`src/rtl/core/reflector_cluster_extractor_defines.svh`:
```
// ----------------------------------------------------------------------------
// reflector cluster extractor assertion macros
// shared assertion forms, clocked on the rising edge, held off during reset
// ----------------------------------------------------------------------------
`ifndef REFLECTOR_CLUSTER_EXTRACTOR_DEFINES_SVH
`define REFLECTOR_CLUSTER_EXTRACTOR_DEFINES_SVH

// same-cycle implication
`define RCE_ASSERT_IMPL(label, clk, rst_n, ante, cons) \
    label: assert property (@(posedge clk) disable iff (!rst_n) (ante) |-> (cons)) \
        else $error("rce assertion failed");

// next-cycle implication
`define RCE_ASSERT_NEXT(label, clk, rst_n, ante, cons) \
    label: assert property (@(posedge clk) disable iff (!rst_n) (ante) |=> (cons)) \
        else $error("rce assertion failed");

`endif

```
`src/rtl/core/rce_pkg.sv`:
```
// ----------------------------------------------------------------------------
// rce_pkg
// types and constants of the reflector cluster extractor
// ----------------------------------------------------------------------------
package rce_pkg;

    // scan geometry
    localparam int MAX_SCAN_POINTS = 4096;
    localparam int IDX_W           = $clog2(MAX_SCAN_POINTS);

    // field widths
    localparam int RANGE_W  = 16;
    localparam int INTEN_W  = 16;
    localparam int OFFS_W   = 20;
    localparam int STEP_W   = 12;
    localparam int SPAN_W   = 4;
    localparam int ANGLE_W  = 26;
    localparam int CNT_W    = 5;
    localparam int RSUM_W   = 20;
    localparam int ISUM_W   = 16;
    localparam int CFG_A_W  = 2;
    localparam int CFG_D_W  = 20;

    // largest group size
    localparam logic [CNT_W-1:0] MAX_POINTS = CNT_W'(16);

    // shared divider: one quotient bit per cycle over the product width
    localparam int QUO_W     = STEP_W + ISUM_W;
    localparam int DIV_STEPS = QUO_W;
    localparam int DSTEP_W   = $clog2(DIV_STEPS);

    // angle limits
    localparam int TURN_W = ANGLE_W + 1;
    localparam logic [TURN_W-1:0] TURN_SAT = TURN_W'((64'd1 << ANGLE_W) - 64'd2);
    localparam int ASUM_W = ANGLE_W + 2;
    localparam logic signed [ASUM_W-1:0] ANGLE_CEIL  = ASUM_W'((64'sd1 <<< (ANGLE_W-1)) - 1);
    localparam logic signed [ASUM_W-1:0] ANGLE_FLOOR = -ASUM_W'(64'sd1 <<< (ANGLE_W-1));

    // register reset values
    localparam logic [INTEN_W-1:0]       RST_THRESHOLD = INTEN_W'(245);
    localparam logic signed [OFFS_W-1:0] RST_OFFSET    = -OFFS_W'(102944);
    localparam logic [STEP_W-1:0]        RST_STEP      = STEP_W'(286);
    localparam logic [SPAN_W-1:0]        RST_SPAN      = SPAN_W'(4);

    // register indexes
    typedef enum logic [CFG_A_W-1:0] {
        REG_THRESHOLD = 2'd0,
        REG_OFFSET    = 2'd1,
        REG_STEP      = 2'd2,
        REG_SPAN      = 2'd3
    } t_reg_idx;

    // sequencer states
    typedef enum logic [2:0] {
        ST_IDLE,
        ST_CHECK,
        ST_LOAD,
        ST_DIV_R,
        ST_DIV_A,
        ST_SAT,
        ST_OUT,
        ST_END
    } t_state;

endpackage

```
`src/rtl/core/reflector_cluster_extractor.sv`:
```
// A sample that closes no group passes through the accept, check and end steps.
// Each reported group adds two runs of the shared radix-2 divider (mean range,
// then mean angle), plus load, saturate and output steps.
// One sample at a time: ready is low from accept until all its groups are taken.
// Reset (synchronous, active low) restores the register defaults and clears the
// sample index and the open group.
// ----------------------------------------------------------------------------
// reflector_cluster_extractor
// groups high-intensity lidar hits into clusters and reports mean range/angle
// ----------------------------------------------------------------------------
`include "reflector_cluster_extractor_defines.svh"

module reflector_cluster_extractor (
    input  logic                                 i_clk,
    input  logic                                 i_rst_n,
    // configuration writes
    input  logic                                 i_cfg_we,
    input  logic [rce_pkg::CFG_A_W-1:0]          i_cfg_addr,
    input  logic [rce_pkg::CFG_D_W-1:0]          i_cfg_data,
    // sample channel
    input  logic                                 i_in_valid,
    output logic                                 o_in_ready,
    input  logic [rce_pkg::RANGE_W-1:0]          i_range_mm,
    input  logic [rce_pkg::INTEN_W-1:0]          i_intensity,
    input  logic                                 i_scan_end,
    // cluster channel
    output logic                                 o_out_valid,
    input  logic                                 i_out_ready,
    output logic [rce_pkg::RANGE_W-1:0]          o_cluster_range,
    output logic signed [rce_pkg::ANGLE_W-1:0]   o_cluster_angle,
    output logic [rce_pkg::CNT_W-1:0]            o_cluster_points,
    output logic                                 o_scan_last,
    output logic                                 o_run_last
);

    // configuration registers
    logic [rce_pkg::INTEN_W-1:0]        r_threshold;
    logic signed [rce_pkg::OFFS_W-1:0]  r_offset;
    logic [rce_pkg::STEP_W-1:0]         r_step_ang;
    logic [rce_pkg::SPAN_W-1:0]         r_span;

    // scan and group state
    rce_pkg::t_state                    r_state, n_state;
    logic [rce_pkg::IDX_W-1:0]          r_sample_index;
    logic                               r_group_open;
    logic [rce_pkg::IDX_W-1:0]          r_first_index;
    logic [rce_pkg::RSUM_W-1:0]         r_range_sum;
    logic [rce_pkg::ISUM_W-1:0]         r_index_sum;
    logic [rce_pkg::CNT_W-1:0]          r_point_count;

    // latched item
    logic [rce_pkg::RANGE_W-1:0]        r_rng;
    logic                               r_kept;
    logic                               r_end;

    // emission control
    logic                               r_phase;
    logic                               r_slast;
    logic                               r_rlast;

    // shared divider
    logic [rce_pkg::QUO_W-1:0]          r_prod;
    logic [rce_pkg::QUO_W-1:0]          r_quo;
    logic [rce_pkg::CNT_W-1:0]          r_rem;
    logic [rce_pkg::DSTEP_W-1:0]        r_dstep;
    logic [rce_pkg::RANGE_W-1:0]        r_mean_range;

    // output register
    logic                               r_out_valid;
    logic [rce_pkg::RANGE_W-1:0]        r_out_range;
    logic signed [rce_pkg::ANGLE_W-1:0] r_out_angle;
    logic [rce_pkg::CNT_W-1:0]          r_out_points;
    logic                               r_out_slast;
    logic                               r_out_rlast;

    logic                               in_acc;
    logic [rce_pkg::IDX_W-1:0]          idx_dist;
    logic                               join_grp;
    logic                               close_grp;
    logic                               div_last;
    logic [rce_pkg::CNT_W-1:0]          div_trial;
    logic                               div_ge;
    logic [rce_pkg::CNT_W-1:0]          div_rem_n;
    logic [rce_pkg::QUO_W-1:0]          div_quo_n;
    logic [rce_pkg::IDX_W:0]            idx_inc;
    logic [rce_pkg::IDX_W-1:0]          idx_next;
    logic [rce_pkg::TURN_W-1:0]         turn_sat;
    logic signed [rce_pkg::ASUM_W-1:0]  ang_sum;
    logic signed [rce_pkg::ASUM_W-1:0]  ang_clamp;

    assign in_acc      = i_in_valid && o_in_ready;
    assign o_in_ready  = (r_state == rce_pkg::ST_IDLE);

    // group membership of the latched sample
    assign idx_dist  = r_sample_index - r_first_index;
    assign join_grp  = r_group_open && (r_sample_index >= r_first_index)
                       && (idx_dist <= rce_pkg::IDX_W'(r_span))
                       && (r_point_count < rce_pkg::MAX_POINTS);
    assign close_grp = r_kept && r_group_open && !join_grp;

    // radix-2 restoring divide step, divisor is the group size
    assign div_last  = (r_dstep == rce_pkg::DSTEP_W'(rce_pkg::DIV_STEPS - 1));
    assign div_trial = {r_rem[rce_pkg::CNT_W-2:0], r_quo[rce_pkg::QUO_W-1]};
    assign div_ge    = (div_trial >= r_point_count);
    assign div_rem_n = div_ge ? (div_trial - r_point_count) : div_trial;
    assign div_quo_n = {r_quo[rce_pkg::QUO_W-2:0], div_ge};

    // index advance with wrap
    assign idx_inc  = {1'b0, r_sample_index} + (rce_pkg::IDX_W+1)'(1);
    assign idx_next = (idx_inc >= (rce_pkg::IDX_W+1)'(rce_pkg::MAX_SCAN_POINTS))
                      ? '0 : idx_inc[rce_pkg::IDX_W-1:0];

    // angle: saturate the mean turn, add offset, clamp to output range
    assign turn_sat  = (r_quo > rce_pkg::QUO_W'(rce_pkg::TURN_SAT))
                       ? rce_pkg::TURN_SAT : r_quo[rce_pkg::TURN_W-1:0];
    assign ang_sum   = rce_pkg::ASUM_W'(r_offset) + $signed({1'b0, turn_sat});
    assign ang_clamp = (ang_sum > rce_pkg::ANGLE_CEIL) ? rce_pkg::ANGLE_CEIL
                     : (ang_sum < rce_pkg::ANGLE_FLOOR) ? rce_pkg::ANGLE_FLOOR : ang_sum;

    // state register
    always_ff @(posedge i_clk) begin
        if (!i_rst_n) begin
            r_state <= rce_pkg::ST_IDLE;
        end else begin
            r_state <= n_state;
        end
    end

    // next state
    always_comb begin
        n_state = r_state;
        case (r_state)
            rce_pkg::ST_IDLE:  if (in_acc) n_state = rce_pkg::ST_CHECK;
            rce_pkg::ST_CHECK: n_state = close_grp ? rce_pkg::ST_LOAD : rce_pkg::ST_END;
            rce_pkg::ST_LOAD:  n_state = rce_pkg::ST_DIV_R;
            rce_pkg::ST_DIV_R: if (div_last) n_state = rce_pkg::ST_DIV_A;
            rce_pkg::ST_DIV_A: if (div_last) n_state = rce_pkg::ST_SAT;
            rce_pkg::ST_SAT:   n_state = rce_pkg::ST_OUT;
            rce_pkg::ST_OUT: begin
                if (i_out_ready) n_state = r_phase ? rce_pkg::ST_IDLE : rce_pkg::ST_END;
            end
            rce_pkg::ST_END: begin
                n_state = (r_end && r_group_open) ? rce_pkg::ST_LOAD : rce_pkg::ST_IDLE;
            end
            default: n_state = rce_pkg::ST_IDLE;
        endcase
    end

    // configuration writes
    always_ff @(posedge i_clk) begin
        if (!i_rst_n) begin
            r_threshold <= rce_pkg::RST_THRESHOLD;
            r_offset    <= rce_pkg::RST_OFFSET;
            r_step_ang  <= rce_pkg::RST_STEP;
            r_span      <= rce_pkg::RST_SPAN;
        end else if (i_cfg_we) begin
            case (rce_pkg::t_reg_idx'(i_cfg_addr))
                rce_pkg::REG_THRESHOLD: r_threshold <= i_cfg_data[rce_pkg::INTEN_W-1:0];
                rce_pkg::REG_OFFSET:    r_offset    <= $signed(i_cfg_data[rce_pkg::OFFS_W-1:0]);
                rce_pkg::REG_STEP:      r_step_ang  <= i_cfg_data[rce_pkg::STEP_W-1:0];
                rce_pkg::REG_SPAN:      r_span      <= i_cfg_data[rce_pkg::SPAN_W-1:0];
                default: ;
            endcase
        end
    end

    // group state and output valid
    always_ff @(posedge i_clk) begin
        if (!i_rst_n) begin
            r_sample_index <= '0;
            r_group_open   <= 1'b0;
            r_first_index  <= '0;
            r_range_sum    <= '0;
            r_index_sum    <= '0;
            r_point_count  <= '0;
            r_out_valid    <= 1'b0;
            r_phase        <= 1'b0;
        end else begin
            case (r_state)
                rce_pkg::ST_CHECK: begin
                    r_phase <= 1'b0;
                    if (r_kept && join_grp) begin
                        r_range_sum   <= r_range_sum + rce_pkg::RSUM_W'(r_rng);
                        r_index_sum   <= r_index_sum + rce_pkg::ISUM_W'(r_sample_index);
                        r_point_count <= r_point_count + rce_pkg::CNT_W'(1);
                    end else if (r_kept && !r_group_open) begin
                        r_group_open  <= 1'b1;
                        r_first_index <= r_sample_index;
                        r_range_sum   <= rce_pkg::RSUM_W'(r_rng);
                        r_index_sum   <= rce_pkg::ISUM_W'(r_sample_index);
                        r_point_count <= rce_pkg::CNT_W'(1);
                    end
                end
                rce_pkg::ST_SAT: r_out_valid <= 1'b1;
                rce_pkg::ST_OUT: begin
                    if (i_out_ready) begin
                        r_out_valid <= 1'b0;
                        if (!r_phase) begin
                            // the closing sample opens its own group
                            r_group_open  <= 1'b1;
                            r_first_index <= r_sample_index;
                            r_range_sum   <= rce_pkg::RSUM_W'(r_rng);
                            r_index_sum   <= rce_pkg::ISUM_W'(r_sample_index);
                            r_point_count <= rce_pkg::CNT_W'(1);
                        end else begin
                            // flushed at scan end
                            r_group_open   <= 1'b0;
                            r_first_index  <= '0;
                            r_range_sum    <= '0;
                            r_index_sum    <= '0;
                            r_point_count  <= '0;
                            r_sample_index <= '0;
                        end
                    end
                end
                rce_pkg::ST_END: begin
                    if (r_end && r_group_open) begin
                        r_phase <= 1'b1;
                    end else if (r_end) begin
                        r_group_open   <= 1'b0;
                        r_first_index  <= '0;
                        r_range_sum    <= '0;
                        r_index_sum    <= '0;
                        r_point_count  <= '0;
                        r_sample_index <= '0;
                    end else begin
                        r_sample_index <= idx_next;
                    end
                end
                default: ;
            endcase
        end
    end

    // item latch, divider and output payload
    always_ff @(posedge i_clk) begin
        case (r_state)
            rce_pkg::ST_IDLE: begin
                r_rng  <= i_range_mm;
                r_kept <= (i_intensity >= r_threshold);
                r_end  <= i_scan_end;
            end
            rce_pkg::ST_CHECK: begin
                r_slast <= 1'b0;
                r_rlast <= !r_end;
            end
            rce_pkg::ST_END: begin
                r_slast <= 1'b1;
                r_rlast <= 1'b1;
            end
            rce_pkg::ST_LOAD: begin
                r_prod  <= rce_pkg::QUO_W'(r_step_ang) * rce_pkg::QUO_W'(r_index_sum);
                r_quo   <= rce_pkg::QUO_W'(r_range_sum);
                r_rem   <= '0;
                r_dstep <= '0;
            end
            rce_pkg::ST_DIV_R: begin
                if (div_last) begin
                    r_mean_range <= div_quo_n[rce_pkg::RANGE_W-1:0];
                    r_quo        <= r_prod;
                    r_rem        <= '0;
                    r_dstep      <= '0;
                end else begin
                    r_quo   <= div_quo_n;
                    r_rem   <= div_rem_n;
                    r_dstep <= r_dstep + rce_pkg::DSTEP_W'(1);
                end
            end
            rce_pkg::ST_DIV_A: begin
                r_quo   <= div_quo_n;
                r_rem   <= div_rem_n;
                r_dstep <= r_dstep + rce_pkg::DSTEP_W'(1);
            end
            rce_pkg::ST_SAT: begin
                r_out_range  <= r_mean_range;
                r_out_angle  <= ang_clamp[rce_pkg::ANGLE_W-1:0];
                r_out_points <= r_point_count;
                r_out_slast  <= r_slast;
                r_out_rlast  <= r_rlast;
            end
            default: ;
        endcase
    end

    assign o_out_valid      = r_out_valid;
    assign o_cluster_range  = r_out_range;
    assign o_cluster_angle  = r_out_angle;
    assign o_cluster_points = r_out_points;
    assign o_scan_last      = r_out_slast;
    assign o_run_last       = r_out_rlast;

    // checks
    `RCE_ASSERT_IMPL(a_idle_no_result, i_clk, i_rst_n, o_in_ready, !o_out_valid)
    `RCE_ASSERT_IMPL(a_open_count, i_clk, i_rst_n, r_group_open, (r_point_count != '0) && (r_point_count <= rce_pkg::MAX_POINTS))
    `RCE_ASSERT_IMPL(a_result_points, i_clk, i_rst_n, o_out_valid, o_cluster_points != '0)
    `RCE_ASSERT_NEXT(a_busy_after_accept, i_clk, i_rst_n, i_in_valid && o_in_ready, !o_in_ready)

endmodule
```
`config.mk`:
```
export PLATFORM = sky130hd
export DESIGN_NAME = reflector_cluster_extractor
export DESIGN_NICKNAME = d
export VERILOG_FILES = /design/src/rtl/core/rce_pkg.sv /design/src/rtl/core/reflector_cluster_extractor.sv
export VERILOG_INCLUDE_DIRS = /design/src /design/src/rtl/core
export SDC_FILE = /design/constraint.sdc
export NUM_CORES = 1
export LEC_CHECK = 0
export BUFFER_PORTS_ARGS = -buffer_cell sky130_fd_sc_hd__buf_2
export CAP_MARGIN = 20
export CORE_MARGIN = 2
export CORE_UTILIZATION = 35
export DETAILED_ROUTE_END_ITERATION = 12
export PLACE_DENSITY = 0.58
export SETUP_SLACK_MARGIN = 0.3
export SLEW_MARGIN = 20
export SYNTH_ARGS = -nofsm -noshare
export SYNTH_HDL_FRONTEND = slang
export SYNTH_SLANG_ARGS = --single-unit
```
`constraint.sdc`:
```
create_clock -name i_clk -period 16.05 [get_ports i_clk]
set_input_delay 1.605 -clock i_clk [delete_from_list [all_inputs] [get_ports i_clk]]
set_output_delay 1.605 -clock i_clk [all_outputs]
set_load 0.005 [all_outputs]
```
; Word-level counts from Yosys, hierarchy flattened
; Index checks and enable logic that the tools add are counted.
[totals]
regBits = 273
inputBits = 60
output_inout_bits = 51
[op_classes]
n_addsub = 8
mul = 1
order_cmp = 9
n_eq_ne = 21
mux = 62
reduce_logical = 30
[ops]
columns = cell, count
row1 = $mux W12, 10
row2 = $mux W20, 5
row3 = $mux W16, 6
row4 = $pmux W28 S3, 1
row5 = $pmux W20 S3, 1
row6 = $gt A28 B26 Y1 const B, 2
row7 = $pmux W16 S3, 1
row8 = $pmux W12 S3, 1
row9 = $mux W5, 6
row10 = $pmux W5 S3, 2
row11 = $add A20 B28 Y28, 1
row12 = $lt A28 B26 Y1 const B, 1
row13 = $mul A12 B16 Y28, 1
row14 = $mux W28, 1
row15 = $mux W27, 1
row16 = $mux W26, 1
row17 = $pmux W12 S2, 1
row18 = $pmux W3 S8, 1
row19 = $add A20 B16 Y20, 1
row20 = $mux W3, 6
row21 = $add A16 B12 Y16, 1
row22 = $ge A16 B16 Y1, 1
row23 = $ne A2 B2 Y1 const B, 8
row24 = $reduce_and A2 Y1, 7
row25 = 33 further kinds, 64

; Depth between registers and ports, before layout
; Gate-level depths: netlist of the first run.
[depth]
ltp_word = 8
depth_mapped = 24

; Worst setup path before layout of the first run
; No wires, ideal clock.
[synth_path]
path_kind = reg2reg
from = register r_step_ang[5] (netlist bit)
to = register r_prod[27] (netlist bit), data pin
setup_ps = 158
t_arrival_ps = 6056
slack_ps = 9836
path_stages_with_launch = 23
path_buffers = 2
synth_period_minus_slack_ps = 6214
cell_sequence = dfxtp_1 -> clkbuf_1 -> clkbuf_1 -> nand2_1 -> fa_1 -> inv_1 -> fa_1 -> fa_1 -> fa_1 -> inv_1 -> fa_1 -> inv_1 -> ha_1 -> a21o_1 -> a21o_1 -> a21oi_1 -> a2bb2oi_1 -> o31ai_1 -> o41ai_1 -> o21ai_0 -> or4_1 -> a2111o_1 -> o211ai_1
[synth_between]
elab_chain_len = 1
[synth_rtl]
columns = item, line_no
row1 = "start, declared", reflector_cluster_extractor.sv:39  ; logic [rce_pkg::STEP_W-1:0] r_step_ang;
row2 = "start signal, assigned", reflector_cluster_extractor.sv:154  ; r_step_ang <= rce_pkg::RST_STEP;
row3 = "start signal, assigned", reflector_cluster_extractor.sv:160  ; rce_pkg::REG_STEP: r_step_ang <= i_cfg_data[rce_pkg::STEP_W-1:0];
row4 = $mul A12 B16 Y28, reflector_cluster_extractor.sv:252  ; r_prod <= rce_pkg::QUO_W'(r_step_ang) * rce_pkg::QUO_W'(r_index_sum);
row5 = "end signal, assigned", reflector_cluster_extractor.sv:252
row6 = "end, declared", reflector_cluster_extractor.sv:62  ; logic [rce_pkg::QUO_W-1:0] r_prod;
; Every way passes these cells.
; A chain may end at the register's enable or synchronous reset.

; Final worst setup path of the first run
; Same ends and word-level chain as after synthesis.

==> results of run 1 <==
==> cell usage in the layout, fill, tap and decap left out, drive strengths merged, types with 8 or more instances in the layout <==
master	synthesis	routed
a222oi	20	20
nand2b	42	42
xor2	26	26
a211oi	15	15
a22o	10	10
o31ai	9	9
ha	164	164
edfxtp	150	150
o21ai	63	63
o21a	16	16
clkinv	0	8
o211ai	25	25
a21oi	130	130
clkbuf	79	39
xnor2	59	59
a31oi	12	12
and2	73	73
nor2b	12	12
dfxtp	123	123
nor2	102	102
buf	21	124
nand2	328	328
fa	145	145
a21o	64	64
nor3	22	22
o21bai	10	10
and3	13	13
nand3	53	53
o211a	14	14
nand4	15	15
inv	274	277
==> power groups by stage <==
stage | combinational (uW) | sequential [uW] | clock, uW
2_1_floorplan | 1530 | 1090 | 0
3_3_place_gp | 1850 | 1220 | 0
3_5_place_dp | 1880 | 1220 | 0
4_1_cts | 1910 | 1210 | 792
5_1_grt | 2170 | 1230 | 816
6_report | 1890 | 1210 | 778
==> flip-flops by register name, indices dropped and copies added, names as in the netlist, 16 cells and up <==
register	flops
r_prod	28
r_quo	28
o_cluster_angle	26
r_offset	20
r_range_sum	20
o_cluster_range	16
r_index_sum	16
r_mean_range	16
r_rng	16
r_threshold	16
==> path summary, 6_finish.rpt <==
kind                        endpoint  depth (start not counted)  slack (ns)
hold reg to reg   o_cluster_range[3]                          0        0.42
setup reg to reg          r_prod[27]                         20        9.29
hold / removal    o_cluster_range[3]                          0        0.42
setup / recovery          r_prod[27]                         20        9.29
==> metrics by stage <==
stage	area (um2)	total power (uW)	utilization [%]	std cells
floorplan	20480	2616	-	2188
CTS	22830	3906	39.50	3033
global route	22850	4220	39.54	3033
global placement	21710	3063	37.55	2977
finish	22850	3878	39.54	3033
detailed placement	21710	3107	37.55	2977
==> critical path: stages, from the launching register on <==
cell and delay (ns):
sky130_fd_sc_hd__dfxtp_1 0.77, sky130_fd_sc_hd__nand2_1 0.17, sky130_fd_sc_hd__fa_1 0.57, sky130_fd_sc_hd__inv_1 0.05
sky130_fd_sc_hd__fa_1 0.52, sky130_fd_sc_hd__fa_1 0.46, sky130_fd_sc_hd__fa_1 0.55, sky130_fd_sc_hd__inv_1 0.06
sky130_fd_sc_hd__fa_1 0.52, sky130_fd_sc_hd__inv_1 0.04, sky130_fd_sc_hd__ha_1 0.35, sky130_fd_sc_hd__a21o_1 0.19
sky130_fd_sc_hd__a21o_1 0.17, sky130_fd_sc_hd__a21oi_1 0.28, sky130_fd_sc_hd__a2bb2oi_1 0.20, sky130_fd_sc_hd__o31ai_1 0.13
sky130_fd_sc_hd__o41ai_1 0.39, sky130_fd_sc_hd__o21ai_0 0.20, sky130_fd_sc_hd__or4_1 0.46, sky130_fd_sc_hd__a2111o_1 0.39
sky130_fd_sc_hd__o211ai_1 0.09
==> per-layer routing <==
layer  vias to the layer above  part of all wire, %  global-route usage (%)
met4                         0                  2.3                   4.510
met2                       377                   47                   29.76
met5                         -                    0                       0
met1                      7644                   47                   24.44
met3                        75                  4.5                   1.593
li1                       7540                    -                       -
==> final cells by class <==
class | instances | area share [%]
Timing Repair Buffer | 124 | 2.869
Clock inverter | 17 | 0.9909
Clock buffer | 39 | 3.936
Inverter | 274 | 4.500
Tap cell | 765 | 4.188
Sequential cell | 273 | 30.48
Multi-Input combinational cell | 1541 | 53.03
==> synthesized netlist by cell type, drive strengths merged, types with 4 or more instances <==
cell | n | area [um2]
a211oi | 15 | 112.6
a21boi | 7 | 52.55
a21o | 64 | 480.5
a21oi | 130 | 654.4
a221oi | 5 | 75.07
a222oi | 20 | 200.2
a22o | 10 | 87.58
a22oi | 4 | 30.03
a311oi | 7 | 61.31
a31oi | 12 | 75.07
and2 | 73 | 456.7
and3 | 13 | 81.33
buf | 21 | 137.6
clkbuf | 79 | 296.5
dfxtp | 123 | 2462
edfxtp | 150 | 4504
fa | 145 | 2903
ha | 164 | 2052
inv | 274 | 1028
mux2i | 7 | 70.07
nand2 | 328 | 1231
nand2b | 42 | 262.8
nand3 | 53 | 265.3
nand3b | 7 | 52.55
nand4 | 15 | 93.84
nor2 | 102 | 382.9
nor2b | 12 | 75.07
nor3 | 22 | 110.1
nor3b | 5 | 37.54
nor4 | 6 | 37.54
o2111ai | 4 | 35.03
o211a | 14 | 140.1
o211ai | 25 | 187.7
o21a | 16 | 120.1
o21ai | 63 | 315.3
o21bai | 10 | 75.07
o31ai | 9 | 72.57
or2 | 4 | 25.02
or3 | 6 | 37.54
xnor2 | 59 | 516.8
xor2 | 26 | 227.7
==> logic make-up after synthesis <==
kind of cell	count (synthesis)	share of synthesized area (%)
AND/OR/NAND/NOR	695	15.73
AO/OA/AOI/OAI	444	14.94
buffers and inverters	374	7.140
adder cells (fa/ha/maj)	309	24.19
flip-flops	273	34.01
XOR/XNOR	85	3.634
multiplexers	7	0.3421
other	1	0.01831
==> flow_summary.toml, run 1 <==
[worst_setup_path]
r2r_path_start = "r_step_ang[5]"
critical_path.startpoint_type = "register"
timing.critical_path.to_type = "register"
critPathLaunch = "r_step_ang[5]"
worstPathArrival_ns = 7.17
cp_max_fanout = 17
critical_path_required_ns = 16.45
worstSetupPathType = "register to register"

[clock_tree]
post-cts-setup-buffers = 0
cts_h_tree_lvls = 1
clk_latency_ns = 0.58
holdBufCountCts = 0
post_cts_resized = 0
tritoncts = "done"
cts-buffers-inserted = 30
clkTransAtPathRegs_ns = 0.06
cts_root_buf = "sky130_fd_sc_hd__clkbuf_16"
max-clock-path-buffers = 3
clkSinkCount = 273

[finish]
area.sequential_um2 = 6967
insertedDiodeCount = 0
multi_input_comb_area_um2 = 12120
final_layout_size_suffix_gt1_share_pct = 9.171
nNetsFinal = 2613
synthToLayoutAreaGrowth_pct = 11.57
fillCellCount = 5697

[timing]
final_period_util_pct = 42.13
final-max-slew-violation-count = 0
tightestPinTransition_ns = 1.082
rsz0062_at_grt = "no"
setup_skew_after_layout_ns = 0.02611
achievable-frequency_ghz = 0.1479
timing_hold_violations_final = 0
fin_hold_ws_ns = 0.4183
setup_slack_ns = 9.289
count_of_final_setup_violators = 0
slew_headroom_pct = 27.62
totalNegativeSetupSlack_ns = 0
finalCriticalPeriod_ns = 6.761

[drt]
drtIter0Drc = 911
vias_per_cell = 5.155
vias = 15640
drt_first_pass_iters = 6
route.final.wire_length_um = 53120
ant_nets = 0
drc = 0
routedWlPerCell_um = 17.52

[status]
result_of_the_run = "finished clean"

[floorplanning]
start_util_pct = 35.44
design.portCount = 111
die_w_um = 245.9
core_area_um2 = 57810
rows = 88
die_h_um = 245.9
die_outline_area_um2 = 60480

[hold_path]
timing.hold.worst.start = "r_mean_range[3]"
hold_class = "register to register"

[power]
combinationalPowerShare_pct = 48.7
power_density_nw_per_um2 = 169.7
fraction_of_power_spent_switching_nets_pct = 41.71
power_internal_uw = 2261
irDropWorstVdd_v = 0.0001163
portion_of_total_power_attributed_to_sequential_cells_pct = 31.2
p_switching_uw = 1617
power.leakage_uw = 0.01015
power.clock.fraction_pct = 20.1

[logic_synthesis]
synth_seq_cells = 273
yosys_warnings = 0
synthFlopType = "sky130_fd_sc_hd__edfxtp_1"
netlist_instances = 2188
yosys.cell_types.count = 71
avgSynthCellArea_um2 = 9.362
netlist_area_um2 = 20480
total_nets_after_synthesis = 2557
number_of_synthesized_flops_with_an_enable_pin = 150
seq_area_frac_synth_pct = 34.01
async_reset_ff_share_pct = 0

[global_route]
groute.usage.overall_pct = 17.70
overflow = 0
grt_first_pass_wirelength_um = 85750
first_global_vias = 15690
number_of_antenna_violations_at_the_first_check_in_global_routing = 2
grt_max_degree = 64

[placement]
gp_routability_congestion = 0.8875
place_hpwl_um = 40360
io_buffers = 110
place_ws_ns = 9.363

[flow_run]
max_cap_viol_count = 0
Power figures use the tool's default switching activity.
==> run 2: changes to the inputs <==
- PLACE_DENSITY: 0.58 -> 0.59
- clock period: 16.05 -> 6 ns (I/O delays scaled with it)
==> run 2 against run 1 <==
Sequential power increased to 2.6 times the previous value. Flip-flop and latch count unchanged. Sequential share of layout area decreased by 0.63 points. Critical path depth is the same. Highest routed layer unchanged. Routed wire length down 0.59%. Clock power up 140%. Fmax grew 18%. Clock-buffer cell count stayed put. Die area stayed put. Critical path type unchanged.
==> flow_summary.toml, run 2 (same netlist as run 1, synthesis figures left out) <==
[status]
result_of_the_run = "finished clean"

[global_route]
grt_max_degree = 64
global_route.usage.met2_pct = 30.52
grt_first_pass_wirelength_um = 85190
groute.usage.overall_pct = 17.51
global_route.usage.met3_pct = 1.735
gr-max-usage-layer = "met2"
grt_util_met1_pct = 22.99
first_global_vias = 16090
number_of_antenna_violations_at_the_first_check_in_global_routing = 3
overflow = 0

[placement]
io_buffers = 110
place_hpwl_um = 41310
post-place-cells = 3018
place_ws_ns = -0.03576
gp_routability_congestion = 0.9027
placed_cell_area_um2 = 22150

[timing]
achievable-frequency_ghz = 0.1739
count_of_final_setup_violators = 0
rsz0062_at_grt = "yes"
slew_headroom_pct = 23.45
tightestPinTransition_ns = 1.141
totalNegativeSetupSlack_ns = 0
setup_slack_ns = 0.2497
setup_skew_after_layout_ns = 0.02483
final_period_util_pct = 95.84
final-max-slew-violation-count = 0
timing_hold_violations_final = 0
finalCriticalPeriod_ns = 5.750

[worst_setup_path]
critical_path.slowest_cell = "sky130_fd_sc_hd__fa_1"
critPathLaunch = "r_step_ang[8]"
timing.rr.end = "r_prod[27]"
timing.critical_path.cells = "buf_8, nand2_1, fa_1, inv_1, fa_1, fa_1, fa_1, inv_1, fa_1, inv_1, ha_4, a21o_1, a21oi_2, a2bb2oi_2, o31ai_4, o41ai_4, o21ai_2, or4_4, a2111o_1, o211ai_1"
last_element_of_the_critical_path = "r_prod[27]"
timing.critical_path.to_type = "register"
worstSetupPathType = "register to register"
cp_max_fanout = 11
worstPathArrival_ns = 6.17
r2r_path_start = "r_step_ang[8]"
cp_dominant_cell_by_count = "sky130_fd_sc_hd__fa_1"
worstRegToRegCells = 20
critical_path_required_ns = 6.42
worst-r2r-setup-slack_ns = 0.25
critical_path.startpoint_type = "register"
crit_path_max_incr_delay_ns = 0.57

[finish]
post-route-cell-area_um2 = 23480
insertedDiodeCount = 0
layout_common_cells = "sky130_fd_sc_hd__nand2_1 (323), sky130_fd_sc_hd__inv_1 (272), sky130_fd_sc_hd__ha_1 (160)"
nNetsFinal = 2677
synthToLayoutAreaGrowth_pct = 14.60
layout_commonest_cell = "sky130_fd_sc_hd__nand2_1"
stdcell_count = 3097
final_layout_size_suffix_gt1_share_pct = 13.34
fillCellCount = 5645

[drt]
vias_per_cell = 5.128
ant_nets = 0
drt_first_pass_iters = 8
drtIter0Drc = 940
drc = 0
route.final.wire_length_um = 52810
vias = 15880
routedWlPerCell_um = 17.05

[floorplanning]
die_outline_area_um2 = 60480
design.portCount = 111
die_h_um = 245.9
start_util_pct = 35.44
die_w_um = 245.9
rows = 88
core_area_um2 = 57810

[clock_tree]
cts_h_tree_lvls = 1
max-clock-path-buffers = 3
clkSinkCount = 273
cts-buffers-inserted = 30
cts_root_buf = "sky130_fd_sc_hd__clkbuf_16"
clkTransAtPathRegs_ns = 0.06
tritoncts = "done"
holdBufCountCts = 0
clk_latency_ns = 0.58

[power]
power_density_nw_per_um2 = 446.4
power.leakage_uw = 0.01047
irDropWorstVdd_v = 0.0002383

[hold_path]
hold_class = "input port to register"

[flow_run]
max_cap_viol_count = 0
-- run 2: critical path, delay by kind of cell (launching register included) --
kind,cells,cell delay (ns)
adder cells (fa/ha/maj),6,2.88
AND/OR/NAND/NOR,2,0.52
AO/OA/AOI/OAI,8,1.54
buffers and inverters,4,0.31
flip-flops,1,0.34
-- run 2: how the worst min path moves through the flow --
stage,from,endpoint,slack (ns),cells past startpoint
after floorplan,r_mean_range[0],o_cluster_range[0],0.40,0
after global placement,r_mean_range[14],o_cluster_range[14],0.41,0
after detailed placement,r_mean_range[10],o_cluster_range[10],0.40,0
after CTS,i_range_mm[15],r_rng[15],0.19,1
after global routing,i_range_mm[0],r_rng[0],0.20,1
final,i_range_mm[0],r_rng[0],0.21,1
-- run 2: area by class of cell --
type / count / area [um2] / share of cell area, %
multi-input combinational: 1541 / 12260 / 52.21
clock inverter: 17 / 160.2 / 0.6822
timing repair buffer: 188 / 1209 / 5.148
sequential: 273 / 7009 / 29.86
inverter: 274 / 1028 / 4.381
tap: 765 / 957.2 / 4.077
clock buffer: 39 / 855.8 / 3.645
-- run 2: layer usage --
| layer | share of wire (%) | wire, um | vias to the layer above |
|---|---|---|---|
| met5 | 0 | 0 | - |
| met1 | 45 | 23870 | 7747 |
| li1 | - | - | 7668 |
| met2 | 48 | 25130 | 401 |
| met3 | 5.1 | 2670 | 64 |
| met4 | 2.2 | 1141 | 0 |
-- run 2: what timing repair did --
action / CTS / global route
setup endpoints to repair: 4 / 5
setup buffers: 14 / 9
cloned: 0 / 0
pin swaps: 10 / 14
resized for setup: 20 / 23
-- run 2: power by group --
group,switching [uW],internal (uW)
sequential,476,2680
combinational,3110,2330
clock,789,1090
-- run 2: metrics by stage --
step	utilization, %	hold WS, ns	power [uW]
5_1_grt	40.61	0.1952	11410
3_3_place_gp	38.31	0.4061	8394
2_1_floorplan	-	0.4003	7146
3_5_place_dp	38.31	0.4045	8507
4_1_cts	40.35	0.1895	10470
6_report	40.61	0.2077	10480
